--- config.mk ---
export PLATFORM = sky130hd
export DESIGN_NAME = sal_cell
export DESIGN_NICKNAME = d
export VERILOG_FILES = /design/src/rtl/sal_pkg.sv /design/src/rtl/sal_cell.sv
export SDC_FILE = /design/constraint.sdc
export NUM_CORES = 1
export LEC_CHECK = 0
export ABC_AREA = 1
export BUFFER_PORTS_ARGS = -buffer_cell sky130_fd_sc_hd__buf_2
export CAP_MARGIN = 20
export CORE_AREA = 5 5 94 96
export CTS_BUF_LIST = sky130_fd_sc_hd__clkbuf_2 sky130_fd_sc_hd__clkbuf_4 sky130_fd_sc_hd__clkbuf_8
export DETAILED_ROUTE_END_ITERATION = 8
export DIE_AREA = 0 0 99 101
export PLACE_DENSITY_LB_ADDON = 0.08
export SKIP_CTS_REPAIR_TIMING = 1
export SLEW_MARGIN = 20
export SYNTH_ARGS = -nofsm -noshare
export SYNTH_HDL_FRONTEND = slang
export SYNTH_SLANG_ARGS = --single-unit
--- constraint.sdc ---
create_clock -name clk_i -period 5.85 [get_ports clk_i]
set_clock_uncertainty 0.1 [all_clocks]
set_input_delay 1.755 -clock clk_i [delete_from_list [all_inputs] [get_ports clk_i]]
set_output_delay 1.755 -clock clk_i [all_outputs]
set_load 0.05 [all_outputs]
--- src/rtl/sal_pkg.sv ---
// Shared types and constants of the shifting array list.
// No dependencies; used by every module of the block.
package sal_pkg;

  localparam int unsigned DataW   = 32;
  localparam int unsigned OpW     = 4;
  localparam int unsigned PosW    = 7;
  localparam int unsigned LenW    = 7;
  localparam int unsigned ErrW    = 2;
  // Upper bound on the cells folded into the result per drain cycle.
  localparam int unsigned LaneMax = 8;

  typedef enum logic [OpW-1:0] {
    OpGet      = 4'd0,
    OpSet      = 4'd1,
    OpInsFirst = 4'd2,
    OpInsAt    = 4'd3,
    OpInsLast  = 4'd4,
    OpDelFirst = 4'd5,
    OpDelAt    = 4'd6,
    OpDelLast  = 4'd7,
    OpSearch   = 4'd8,
    OpStatus   = 4'd9
  } op_e;

  typedef enum logic [ErrW-1:0] {
    ErrOk    = 2'd0,
    ErrRange = 2'd1,
    ErrFull  = 2'd2,
    ErrEmpty = 2'd3
  } err_e;

  typedef enum logic [2:0] {
    CellHold     = 3'd0,
    CellSet      = 3'd1,
    CellIns      = 3'd2,
    CellDel      = 3'd3,
    CellLoadGet  = 3'd4,
    CellLoadSrch = 3'd5,
    CellDrain    = 3'd6
  } cell_mode_e;

  // Broadcast to every cell of the row.
  typedef struct packed {
    cell_mode_e       mode;
    logic [DataW-1:0] value;
  } cell_ctl_t;

  // Partial result carried down the row during a drain.
  typedef struct packed {
    logic             hit;
    logic [DataW-1:0] value;
  } tok_t;

  typedef struct packed {
    logic [DataW-1:0] read_value;
    logic             found;
    logic [LenW-1:0]  list_length;
    logic             is_empty;
    err_e             error_code;
  } res_t;

endpackage

--- src/rtl/sal_cell.sv ---
// One storage cell of the shifting array list row.
// Depends on sal_pkg for the control and token types.
module sal_cell #(
  parameter int unsigned CntW  = 7,
  parameter int unsigned Index = 0
) (
  input  logic                     clk_i,
  input  sal_pkg::cell_ctl_t       ctl_i,
  input  logic [CntW-1:0]          at_i,
  input  logic [sal_pkg::DataW-1:0] prev_data_i,
  input  logic [sal_pkg::DataW-1:0] next_data_i,
  input  sal_pkg::tok_t            drain_tok_i,
  output logic [sal_pkg::DataW-1:0] data_o,
  output sal_pkg::tok_t            tok_o
);

  localparam logic [CntW-1:0] Idx = CntW'(Index);

  logic [sal_pkg::DataW-1:0] data_q, data_d;
  sal_pkg::tok_t             tok_q, tok_d;
  logic                      is_at, above, below;

  assign is_at = (Idx == at_i);
  assign above = (Idx > at_i);
  assign below = (Idx < at_i);

  always_comb begin
    data_d = data_q;
    tok_d  = tok_q;
    unique case (ctl_i.mode)
      sal_pkg::CellSet: begin
        if (is_at) data_d = ctl_i.value;
      end
      sal_pkg::CellIns: begin
        if (is_at) begin
          data_d = ctl_i.value;
        end else if (above) begin
          data_d = prev_data_i;
        end
      end
      sal_pkg::CellDel: begin
        if (is_at || above) data_d = next_data_i;
      end
      sal_pkg::CellLoadGet: begin
        tok_d.hit   = 1'b0;
        tok_d.value = is_at ? data_q : '0;
      end
      sal_pkg::CellLoadSrch: begin
        // at_i carries the element count here: only filled cells may hit
        tok_d.hit   = below && (data_q == ctl_i.value);
        tok_d.value = '0;
      end
      sal_pkg::CellDrain: begin
        tok_d = drain_tok_i;
      end
      default: begin
      end
    endcase
  end

  always_ff @(posedge clk_i) begin
    data_q <= data_d;
    tok_q  <= tok_d;
  end

  assign data_o = data_q;
  assign tok_o  = tok_q;

endmodule

==> run summary <==
IO Pins -> 205
Bufs on Longest Clock Path -> 2
Share of post-route cells with drive strength above 1 -> 35.5%
Placer Congestion -> 0.904
CTS tree -> yes
Clock sinks -> 65
Max-slew violations -> 0
Synth unique cells -> 20
Largest net degree at the start of global routing -> 43
Worst skew pair latency -> 0.34 ns
Crit path max fanout -> 42
Global-route wire length before repair -> 18300 um
Count leader, synth -> nand2_1
Gr ovfl total -> 0
Post-synth ARST share -> 0%
DP Area -> 4870 um2
Initial DRC Count -> 345
Post-synth EDFFs -> 65
Drt first pass iters -> 5
Port bufs -> 204
Drt wl/cell -> 15.9 um
Synth top cells by count -> nand2_1 (146), edfxtp_1 (65), inv_1 (42), nor2_1 (40), o21ai_1 (37)
Required @ worst endpoint -> 5.75 ns
Leak pwr -> 2.40 nW
Number of global-route vias before repair -> 3757
Std-Cell Rows -> 33
Top cell type's share of synthesized area -> 51.3%
Period utilization -> 64.9%
Post-Synthesis Net Count -> 589
Peak VDD IR -> 116 uV
CP Launch Type -> input pin
Die width -> 99 um
Share of the yosys chip area belonging to registers -> 51.3%
Design Area, Final -> 5110 um2
Final Power -> 0.00116 W
Vias -> 3805
CTS HTree Levels -> 3
Clock Root Buffer -> clkbuf_8
Rel. slew slack -> 35.6%
DRC viols -> 0
Core area -> 7970 um2
F_max -> 263 MHz
RSZ-0062 raised after global routing -> false
Syn_area_per_cell -> 8.47 um2
All-Layer GR Usage -> 23.6%
Main flop type after synthesis -> edfxtp_1
Final ANT Viol Nets -> 0
Ranking of synthesized cells by area -> edfxtp_1 (51%), nand2_1 (14%), o211ai_1 (6.3%)
Status -> finished, final reports clean
Antenna violations before repair -> 0
Post-Synthesis Cells -> 449
Initial Util -> 47.7%
Max-cap violations -> 0
Reg clk slew, reported paths -> 0.07 ns
Setup violators final -> 0
CP Class -> input pin to register
Power per standard cell area -> 227 nW/um2
Crit. End Element -> register
Ant diodes -> 0
Final Hold Violating Endpoints -> 0
Synth-to-Final Area Change -> 34.4%
Post-layout nets -> 785
WL final -> 12000 um
CTS Buf Count -> 9
Post-detail-place hpwl -> 9210 um
Yosys warns -> 0
Minimum clock period -> 3.80 ns
Die ar. -> 10000 um2
Crit path arrival time -> 3.69 ns
Setup TNS -> 0 ns
Min-Delay Path Class -> register to register
Slew @ Worst Pin -> 0.965 ns
Netlist Area Pre-Place -> 3800 um2
Vias per cell -> 5.04
Yosys reg bits -> 65
Die Height -> 101 um
Post-synth top area cell -> edfxtp_1
worst max-delay path: stages:
cell and delay [ns]:
buf_2 0.09, nor2_1 0.12, nand2_2 0.11, nor2_8 0.49, inv_2 0.39, a211oi_4 0.26, buf_4 0.44
flip-flops by register name, summed over array words and instances, names as in the netlist:
| register | cells |
|---|---|
| tok_o | 33 |
| data_o | 32 |
cells in the final DEF (no fill, tap or decap), types with 3 or more instances in the layout:
master / netlist / layout
buf_2: 10 / 204
bufinv_16: 0 / 3
clkbuf_8: 0 / 9
edfxtp_1: 65 / 65
inv_1: 42 / 42
inv_2: 4 / 4
nand2_1: 146 / 146
nand3_1: 10 / 10
nor2_1: 40 / 40
o211ai_1: 32 / 32
o21ai_0: 20 / 20
o21ai_1: 37 / 37
xnor2_1: 24 / 24
logic make-up (layout without fill, tap and decap cells):
group,Yosys count,after routing,share of synthesized area [%]
simple gates,202,202,21.4
compound gates,90,90,14.1
buf+inv,67,268,7.43
flops,65,65,51.3
xor+xnor,25,25,5.75
area by class of cell:
type                    count  area [um2]
inverters                  46         173
multi-input cells         317        1580
repair buffers            206        1040
fillers                   741        2860
clock buffers              10         131
clock inverters             6         106
well taps                 105         131
flip-flops and latches     65        1950
stage by stage:
stage / std cells / worst slack, ns / util [%] / hold slack (ns)
floorplan: 449 / 1.64 / - / 0.853
global route: 755 / 1.97 / 64.2 / 0.602
detailed placement: 739 / 1.68 / 61.1 / 0.545
finish: 755 / 2.05 / 64.2 / 0.559
CTS: 755 / 2.04 / 64.1 / 0.560
global placement: 739 / 1.79 / 61.1 / 0.543
worst paths after layout:
path	cells past startpoint	slack, ns	start	to
min reg2reg	2	0.56	data_o[26]	tok_o[26]
max	7	2.05	at_i[5]	data_o[20]
max reg2reg	7	4.37	data_o[8]	tok_o[32]
min	2	0.56	data_o[26]	tok_o[26]
layer usage:
layer,wire length (um),track usage [%]
met1,5010,31.3
met2,5730,39.5
met3,1110,5.19
met4,114,5.67
met5,0,0
power by group:
| group | leakage (nW) | internal (W) | switching [W] | total, W |
|---|---|---|---|---|
| sequential | 0.627 | 0.000527 | 0.00000281 | 0.000529 |
| clock | 0.117 | 0.000286 | 0.000175 | 0.000461 |
| combinational | 1.66 | 0.0000654 | 0.000106 | 0.000171 |
Note: power is estimated with default switching activity, not from simulation.
