[src/rtl/sal_pkg.sv]
// Shared types and constants of the shifting array list.
// No dependencies; used by every module of the block.
package sal_pkg;

  localparam int unsigned DataW   = 32;
  localparam int unsigned OpW     = 4;
  localparam int unsigned PosW    = 7;
  localparam int unsigned LenW    = 7;
  localparam int unsigned ErrW    = 2;
  // Upper bound on the cells folded into the result per drain cycle.
  localparam int unsigned LaneMax = 8;

  typedef enum logic [OpW-1:0] {
    OpGet      = 4'd0,
    OpSet      = 4'd1,
    OpInsFirst = 4'd2,
    OpInsAt    = 4'd3,
    OpInsLast  = 4'd4,
    OpDelFirst = 4'd5,
    OpDelAt    = 4'd6,
    OpDelLast  = 4'd7,
    OpSearch   = 4'd8,
    OpStatus   = 4'd9
  } op_e;

  typedef enum logic [ErrW-1:0] {
    ErrOk    = 2'd0,
    ErrRange = 2'd1,
    ErrFull  = 2'd2,
    ErrEmpty = 2'd3
  } err_e;

  typedef enum logic [2:0] {
    CellHold     = 3'd0,
    CellSet      = 3'd1,
    CellIns      = 3'd2,
    CellDel      = 3'd3,
    CellLoadGet  = 3'd4,
    CellLoadSrch = 3'd5,
    CellDrain    = 3'd6
  } cell_mode_e;

  // Broadcast to every cell of the row.
  typedef struct packed {
    cell_mode_e       mode;
    logic [DataW-1:0] value;
  } cell_ctl_t;

  // Partial result carried down the row during a drain.
  typedef struct packed {
    logic             hit;
    logic [DataW-1:0] value;
  } tok_t;

  typedef struct packed {
    logic [DataW-1:0] read_value;
    logic             found;
    logic [LenW-1:0]  list_length;
    logic             is_empty;
    err_e             error_code;
  } res_t;

endpackage

[src/rtl/sal_out_queue.sv]
// Two-entry result queue between the list core and the output channel.
// Depends on sal_pkg for the result type.
module sal_out_queue (
  input  logic          clk_i,
  input  logic          rst_ni,
  input  logic          push_i,
  input  sal_pkg::res_t push_data_i,
  input  logic          pop_i,
  output logic          valid_o,
  output sal_pkg::res_t data_o,
  output logic          full_o
);

  localparam logic [1:0] Depth = 2'd2;

  sal_pkg::res_t slot_q [2];
  logic          wr_q, rd_q;
  logic [1:0]    cnt_q;

  always_ff @(posedge clk_i) begin
    if (push_i) slot_q[wr_q] <= push_data_i;
  end

  always_ff @(posedge clk_i or negedge rst_ni) begin
    if (!rst_ni) begin
      wr_q  <= 1'b0;
      rd_q  <= 1'b0;
      cnt_q <= '0;
    end else begin
      if (push_i) wr_q <= ~wr_q;
      if (pop_i)  rd_q <= ~rd_q;
      unique case ({push_i, pop_i})
        2'b10:   cnt_q <= cnt_q + 2'd1;
        2'b01:   cnt_q <= cnt_q - 2'd1;
        default: cnt_q <= cnt_q;
      endcase
    end
  end

  assign valid_o = (cnt_q != 2'd0);
  assign full_o  = (cnt_q == Depth);
  assign data_o  = slot_q[rd_q];

endmodule

[config.mk]
export PLATFORM = sky130hd
export DESIGN_NAME = sal_out_queue
export DESIGN_NICKNAME = d
export VERILOG_FILES = /design/src/rtl/sal_pkg.sv /design/src/rtl/sal_out_queue.sv
export SDC_FILE = /design/constraint.sdc
export NUM_CORES = 1
export LEC_CHECK = 0
export BUFFER_PORTS_ARGS = -buffer_cell sky130_fd_sc_hd__buf_4
export CELL_PAD_IN_SITES_DETAIL_PLACEMENT = 0
export CELL_PAD_IN_SITES_GLOBAL_PLACEMENT = 1
export CORE_ASPECT_RATIO = 0.8
export CORE_MARGIN = 5
export CORE_UTILIZATION = 44
export DETAILED_ROUTE_END_ITERATION = 7
export GPL_TIMING_DRIVEN = 0
export PLACE_DENSITY = 0.86
export SKIP_CTS_REPAIR_TIMING = 1
export SYNTH_ARGS = -nofsm -noshare
export SYNTH_HDL_FRONTEND = slang
export SYNTH_SLANG_ARGS = --single-unit
[constraint.sdc]
create_clock -name clk_i -period 2.95 [get_ports clk_i]
set_clock_uncertainty 0.05 [all_clocks]
set_input_delay 0.59 -clock clk_i [delete_from_list [all_inputs] [get_ports clk_i]]
set_output_delay 0.59 -clock clk_i [all_outputs]
set_load 0.005 [all_outputs]
==> results.yml, run 1 <==
outcome:
  outcome: "finished, final reports clean"
timing:
  fin_ws_ns: 0.8315
  setup_viol: 0
  grt_setup_unrepaired: "no"
  fin_hold_ws_ns: 0.3706
  slew_headroom: 0.6729
  period_needed_ns: 2.118
  report.final.slew_viol_count: 0
  hold_viol_final: 0
  finalCritPeriodShare: 0.7181
  fmax_mhz: 472.0
  tightest_slew_ns: 0.4895
floorplan:
  dieArea_um2: 9826
  die_w_um: 109.6
  core-area_um2: 7838
  start_util: 0.4454
  rows: 29
  ioPinCount: 92
  die_h_um: 89.67
final_layout:
  post-route-util: 0.5824
  syn_to_final_growth_pct: 30.75
  insertedDiodeCount: 0
  mostFrequentLayoutCells: "buf_4 (91), edfxtp_1 (86), mux2_4 (39)"
  layout_commonest_cell: "buf_4"
  finalNetCount: 303
  n_fill_cell: 626
  drive_gt1_frac: 0.6115
power_and_ir_drop:
  power_w: 0.004083
  power.switching_w: 0.001070
  internal_power_w: 0.003013
  peakVddDrop_v: 0.0005711
  powerDensity_nw_per_um2: 894.5
  clockPowerShare: 0.199
  pwr-share-comb: 0.367
  p_sw_frac: 0.2620
  seqPwrFrac: 0.435
  p_leak_nw: 1.832
synth:
  synthDistinctLibCells: 14
  ys_ff_latch: 90
  syn_avg_cell_area_um2: 23.27
  synth_fp_nets: 198
  synthAdderAreaFrac: 0.003584
  yosysWarnings: 0
  synth-compound-area-share: 0
  synth_top_family_by_area: "multiplexers"
  synth-simple-area-share: 0.007527
  synth_xor_area_frac: 0.01254
  seq_area_frac_synth: 0.7685
  synth_area_um2: 3491
  muxShareOfSynthArea: 0.1806
  synth_cells: 150
clock_tree:
  insertion_delay_ns: 0.34
  clockBufferDepth: 2
  clock-root-buffer: "clkbuf_8"
  cts.clk_slew.worst_paths_ns: 0.09
  cts_tree: "done"
  htreeDepth: 3
  cts.sinks: 90
  cts_made_buffers: 9
setup_path:
  startpoint_type: "flop"
  path_class: "reg2out"
  crit_chain: "buf_6 -> buf_12 -> mux2_4 -> buf_4"
  end_kind: "primary output"
  slowest_stage: "dfrtp_1"
  slowest_delay_ns: 0.38
  critPathArrivalTime_ns: 1.48
  critPathRequiredTime_ns: 2.31
  worstPathMaxFanout: 10
placement:
  pre_cts_ws_ns: 1.100
  gp_congestion: 0.6852
  port_buffers: 91
  post-dp-hpwl_um: 4253
route:
  via_count: 1695
  viasPerCell: 4.606
  drt_wl_total_um: 6101
  wl_met1_um: 2677
  dr.pass1.iters: 4
  met2WireLength_um: 2734
  highest_layer: "met4"
  routedWlPerCell_um: 16.58
  drtIter0Drc: 36
  ant_nets: 0
  drcViolationCount: 0
  wl_met3_um: 647
global_routing:
  grt_max_degree: 31
  grt_pass1_vias: 1794
  grt_pass1_wl_um: 9128
  grt_use_total: 0.1267
  grt_overflow: 0
  antenna_found_initial: 0
flow_run:
  max_cap_viol_count: 0
worst_hold_path:
  hp-class: "in2reg"
[area by class of cell]
class / count / area, um^2 / share of cell area
buffer: 5 / 91.34 / 0.02001
clock buffer: 10 / 127.6 / 0.02796
clock inverter: 6 / 68.82 / 0.01508
inverter: 1 / 3.754 / 0.0008224
multi-input combinational: 54 / 721.9 / 0.1582
sequential: 90 / 2683 / 0.5877
tap: 108 / 135.1 / 0.02961
timing repair buffer: 94 / 733.2 / 0.1606
[path summary, 6_finish.rpt]
| path | cells past startpoint | start | slack [ns] | to |
|---|---|---|---|---|
| worst max-delay path | 4 | rd_q$_DFFE_PN0P_ | 0.83 | data_o[41] |
| worst min-delay path | 1 | push_data_i[31] | 0.37 | slot_q[0][31]$_DFFE_PP_ |
| worst max register to register | 2 | wr_q$_DFFE_PN0P_ | 1.44 | slot_q[0][40]$_DFFE_PP_ |
| worst min register to register | 1 | cnt_q[1]$_DFFE_PN0P_ | 0.44 | cnt_q[1]$_DFFE_PN0P_ |
| max in group asynchronous | 2 | rst_ni | 2.23 | cnt_q[1]$_DFFE_PN0P_ |
| min in group asynchronous | 2 | rst_ni | 0.52 | wr_q$_DFFE_PN0P_ |
[metrics by stage]
step           instance area (um^2)  TNS, ns  instances
2_1_floorplan                  3491        0        150
3_3_place_gp                   4309   -49.40        349
3_5_place_dp                   4358        0        351
4_1_cts                        4554        0        367
5_1_grt                        4564        0        368
6_report                       4564        0        368
[critical path: cells and delay by family (launching register included)]
| family | cells | cell delay, ns |
|---|---|---|
| DFF | 1 | 0.38 |
| muxes | 1 | 0.31 |
| buffers and inverters | 3 | 0.45 |
[sequential cells by signal (all words and copies together) (netlist names)]
register and flops:
slot_q 86, cnt_q 2, rd_q 1, wr_q 1
[synthesized netlist by cell type (all sizes together)]
cell / number / area share
edfxtp: 86 / 0.74
mux2: 43 / 0.18
buf: 5 / 0.026
dfrtp: 4 / 0.029
xor2: 3 / 0.0075
nor2: 2 / 0.0022
xnor2: 2 / 0.0050
and2: 1 / 0.0018
ha: 1 / 0.0036
inv: 1 / 0.0011
nor2b: 1 / 0.0018
or2: 1 / 0.0018
[power by group through the flow]
stage	clock network, W	registers (W)	logic [W]
after floorplan	0	0.00179	0.000897
after global placement	0	0.00181	0.00148
after detailed placement	0	0.00180	0.00153
after CTS	0.000839	0.00178	0.00154
after global routing	0.000901	0.00180	0.00161
final	0.000810	0.00177	0.00150
[metal layers]
layer | vias to the layer above | GRT usage
met2 | 73 | 0.1972
met1 | 823 | 0.1576
met5 | - | 0
li1 | 791 | -
met4 | 0 | 0.02378
met3 | 8 | 0.07148
[cells by family (layout without fill, tap and decap cells)]
| group | count (synthesis) | count (layout) |
|---|---|---|
| AND/OR/NAND/NOR | 5 | 5 |
| adder cells (fa/ha/maj) | 1 | 1 |
| buffers and inverters | 6 | 116 |
| XOR/XNOR | 5 | 5 |
| flip-flops | 90 | 90 |
| multiplexers | 43 | 43 |
Power figures use the tool's default switching activity.
==> inputs of run 2 (changes only) <==
- CORE_UTILIZATION: 44 -> 40
- PLACE_DENSITY: 0.86 -> 0.83
- clock period: 2.95 -> 1.7 ns (I/O delays scaled with it)
==> run 2 against run 1 <==
Effect of this change:
- the run now ends with setup timing left
- clock power increased by 86%
- non-clock buffer count increased by 1
- sequential share of layout area decreased by 2.2 points
- critical path type unchanged
- core utilization decreased by 2.3 points
- register-to-register slack got worse by 1.3 ns
- cell area increased by 4.0%
- die area increased by 9.0%
- critical path depth unchanged
- sequential cell count unchanged
- power increased by 84%
- cell count increased by 1.6%
==> results.yml, run 2 (same netlist as run 1, synthesis figures left out) <==
outcome:
  outcome: "complete, but fails checks"
  violations: "setup timing"
final_layout:
  drive_gt1_frac: 0.6069
  syn_to_final_growth_pct: 35.95
  largest_reg_flops: 86
  seq_area_um2: 2683
  layout_commonest_cell: "edfxtp_1"
  insertedDiodeCount: 0
  largest_register: "slot_q"
  largest_registers: "slot_q: 86 flops, cnt_q: 2 flops"
  post-route-util: 0.5594
  mostFrequentLayoutCells: "edfxtp_1 (86), buf_4 (54), mux2_4 (39), buf_6 (39), clkbuf_8 (9)"
  multi_input_area_um2: 734.5
  n_fill_cell: 667
  finalNetCount: 305
route:
  wl_met3_um: 526
  drtIter0Drc: 46
  viasPerCell: 4.465
  via_count: 1670
  drcViolationCount: 0
  dr.pass1.iters: 4
  drt_wl_total_um: 5780
  wl_met1_um: 2270
  ant_nets: 0
  routedWlPerCell_um: 15.45
  met2WireLength_um: 2903
  highest_layer: "met4"
timing:
  fin_tns_setup_ns: -5.975
  period_needed_ns: 1.852
  hold_viol_final: 0
  finalCritPeriodShare: 1.089
  report.final.slew_viol_count: 0
  slew_headroom: 0.5338
  fmax_mhz: 540.0
  grt_setup_unrepaired: "yes"
  fin_ws_ns: -0.1517
  tightest_slew_ns: 0.6976
  setup_viol: 43
global_routing:
  grt_max_degree: 44
  grt_overflow: 0
  grt_pass1_vias: 1795
  grt_pass1_wl_um: 8728
  antenna_found_initial: 0
  grt_use_total: 0.1083
power_and_ir_drop:
  clockPowerShare: 0.201
  p_sw_frac: 0.2501
  p_leak_nw: 1.891
  powerDensity_nw_per_um2: 1587
  power.switching_w: 0.001884
  pwr-share-comb: 0.388
  seqPwrFrac: 0.411
  internal_power_w: 0.005646
  peakVddDrop_v: 0.001005
placement:
  gp_congestion: 0.6605
  port_buffers: 91
  post-dp-hpwl_um: 3759
setup_path:
  startpoint_type: "flop"
  worstPathMaxFanout: 10
  path_class: "reg2out"
  critPathRequiredTime_ns: 1.31
  critPathArrivalTime_ns: 1.46
  end_kind: "primary output"
clock_tree:
  clock-root-buffer: "clkbuf_8"
  insertion_delay_ns: 0.33
  cts_tree: "done"
  cts.sinks: 90
  cts.clk_slew.worst_paths_ns: 0.08
  cts_made_buffers: 9
  htreeDepth: 3
  clockBufferDepth: 2
floorplan:
  start_util: 0.4115
  die_h_um: 93.56
  die_w_um: 114.4
  dieArea_um2: 10710
  ioPinCount: 92
  rows: 30
  core-area_um2: 8483
worst_hold_path:
  hp-class: "in2reg"
flow_run:
  max_cap_viol_count: 0
==> run 2: cell count changes in the layout (fill, tap and decap cells not counted), moves of 2 or more <==
cell      previous run  this run
buf_12               6         4
buf_4               91        54
buf_6                1        39
clkinv_4             3         0
==> run 2: worst paths after layout <==
check | from | to | slack [ns] | cells after the start
max in group asynchronous | rst_ni | wr_q$_DFFE_PN0P_ | 1.23 | 2
hold / removal | push_data_i[35] | slot_q[1][35]$_DFFE_PP_ | 0.13 | 1
hold reg to reg | cnt_q[1]$_DFFE_PN0P_ | cnt_q[1]$_DFFE_PN0P_ | 0.43 | 1
min in group asynchronous | rst_ni | cnt_q[1]$_DFFE_PN0P_ | 0.28 | 2
setup / recovery | rd_q$_DFFE_PN0P_ | data_o[24] | -0.15 | 4
setup reg to reg | wr_q$_DFFE_PN0P_ | slot_q[1][42]$_DFFE_PP_ | 0.16 | 1
==> run 2: layer usage <==
metal  GRT usage  vias to the layer above
li1            -                      796
met1      0.1228                      805
met2      0.1793                       60
met3     0.05045                        9
met4     0.03858                        0
met5           0                        -
==> run 2: through the flow <==
step	setup slack, ns	instance area [um^2]	hold WS [ns]	power (W)	std cells
after floorplan	0.1668	3500	-0.005591	0.004663	150
after global placement	-0.2459	4323	0.08629	0.005672	353
after detailed placement	-0.2999	4323	0.08639	0.005718	353
after CTS	-0.2449	4533	-0.2878	0.007237	369
after global routing	-0.2247	4746	0.09600	0.007936	374
final	-0.1517	4746	0.1304	0.007530	374
==> run 2: area by class of cell <==
type,instances,share of cell area
clock inverter,5,0.01661
clock buffer,11,0.02768
multi-input combinational,55,0.1548
buffer,5,0.02004
sequential,90,0.5653
tap,112,0.02953
inverter,1,0.0007909
timing repair buffer,95,0.1853
==> run 2: critical path: stages, from the launching register on <==
cell and delay [ns]:
dfrtp_1 0.39, buf_8 0.16, buf_12 0.15, mux2_4 0.30
buf_6 0.12
==> run 2: power by group through the flow <==
| stage | Clock [W] | Sequential (W) | Combinational (W) |
|---|---|---|---|
| floorplan | 0 | 0.00310 | 0.00156 |
| finish | 0.00151 | 0.00309 | 0.00292 |
| global route | 0.00167 | 0.00314 | 0.00312 |
| detailed placement | 0 | 0.00315 | 0.00257 |
| global placement | 0 | 0.00312 | 0.00256 |
| CTS | 0.00156 | 0.00310 | 0.00258 |
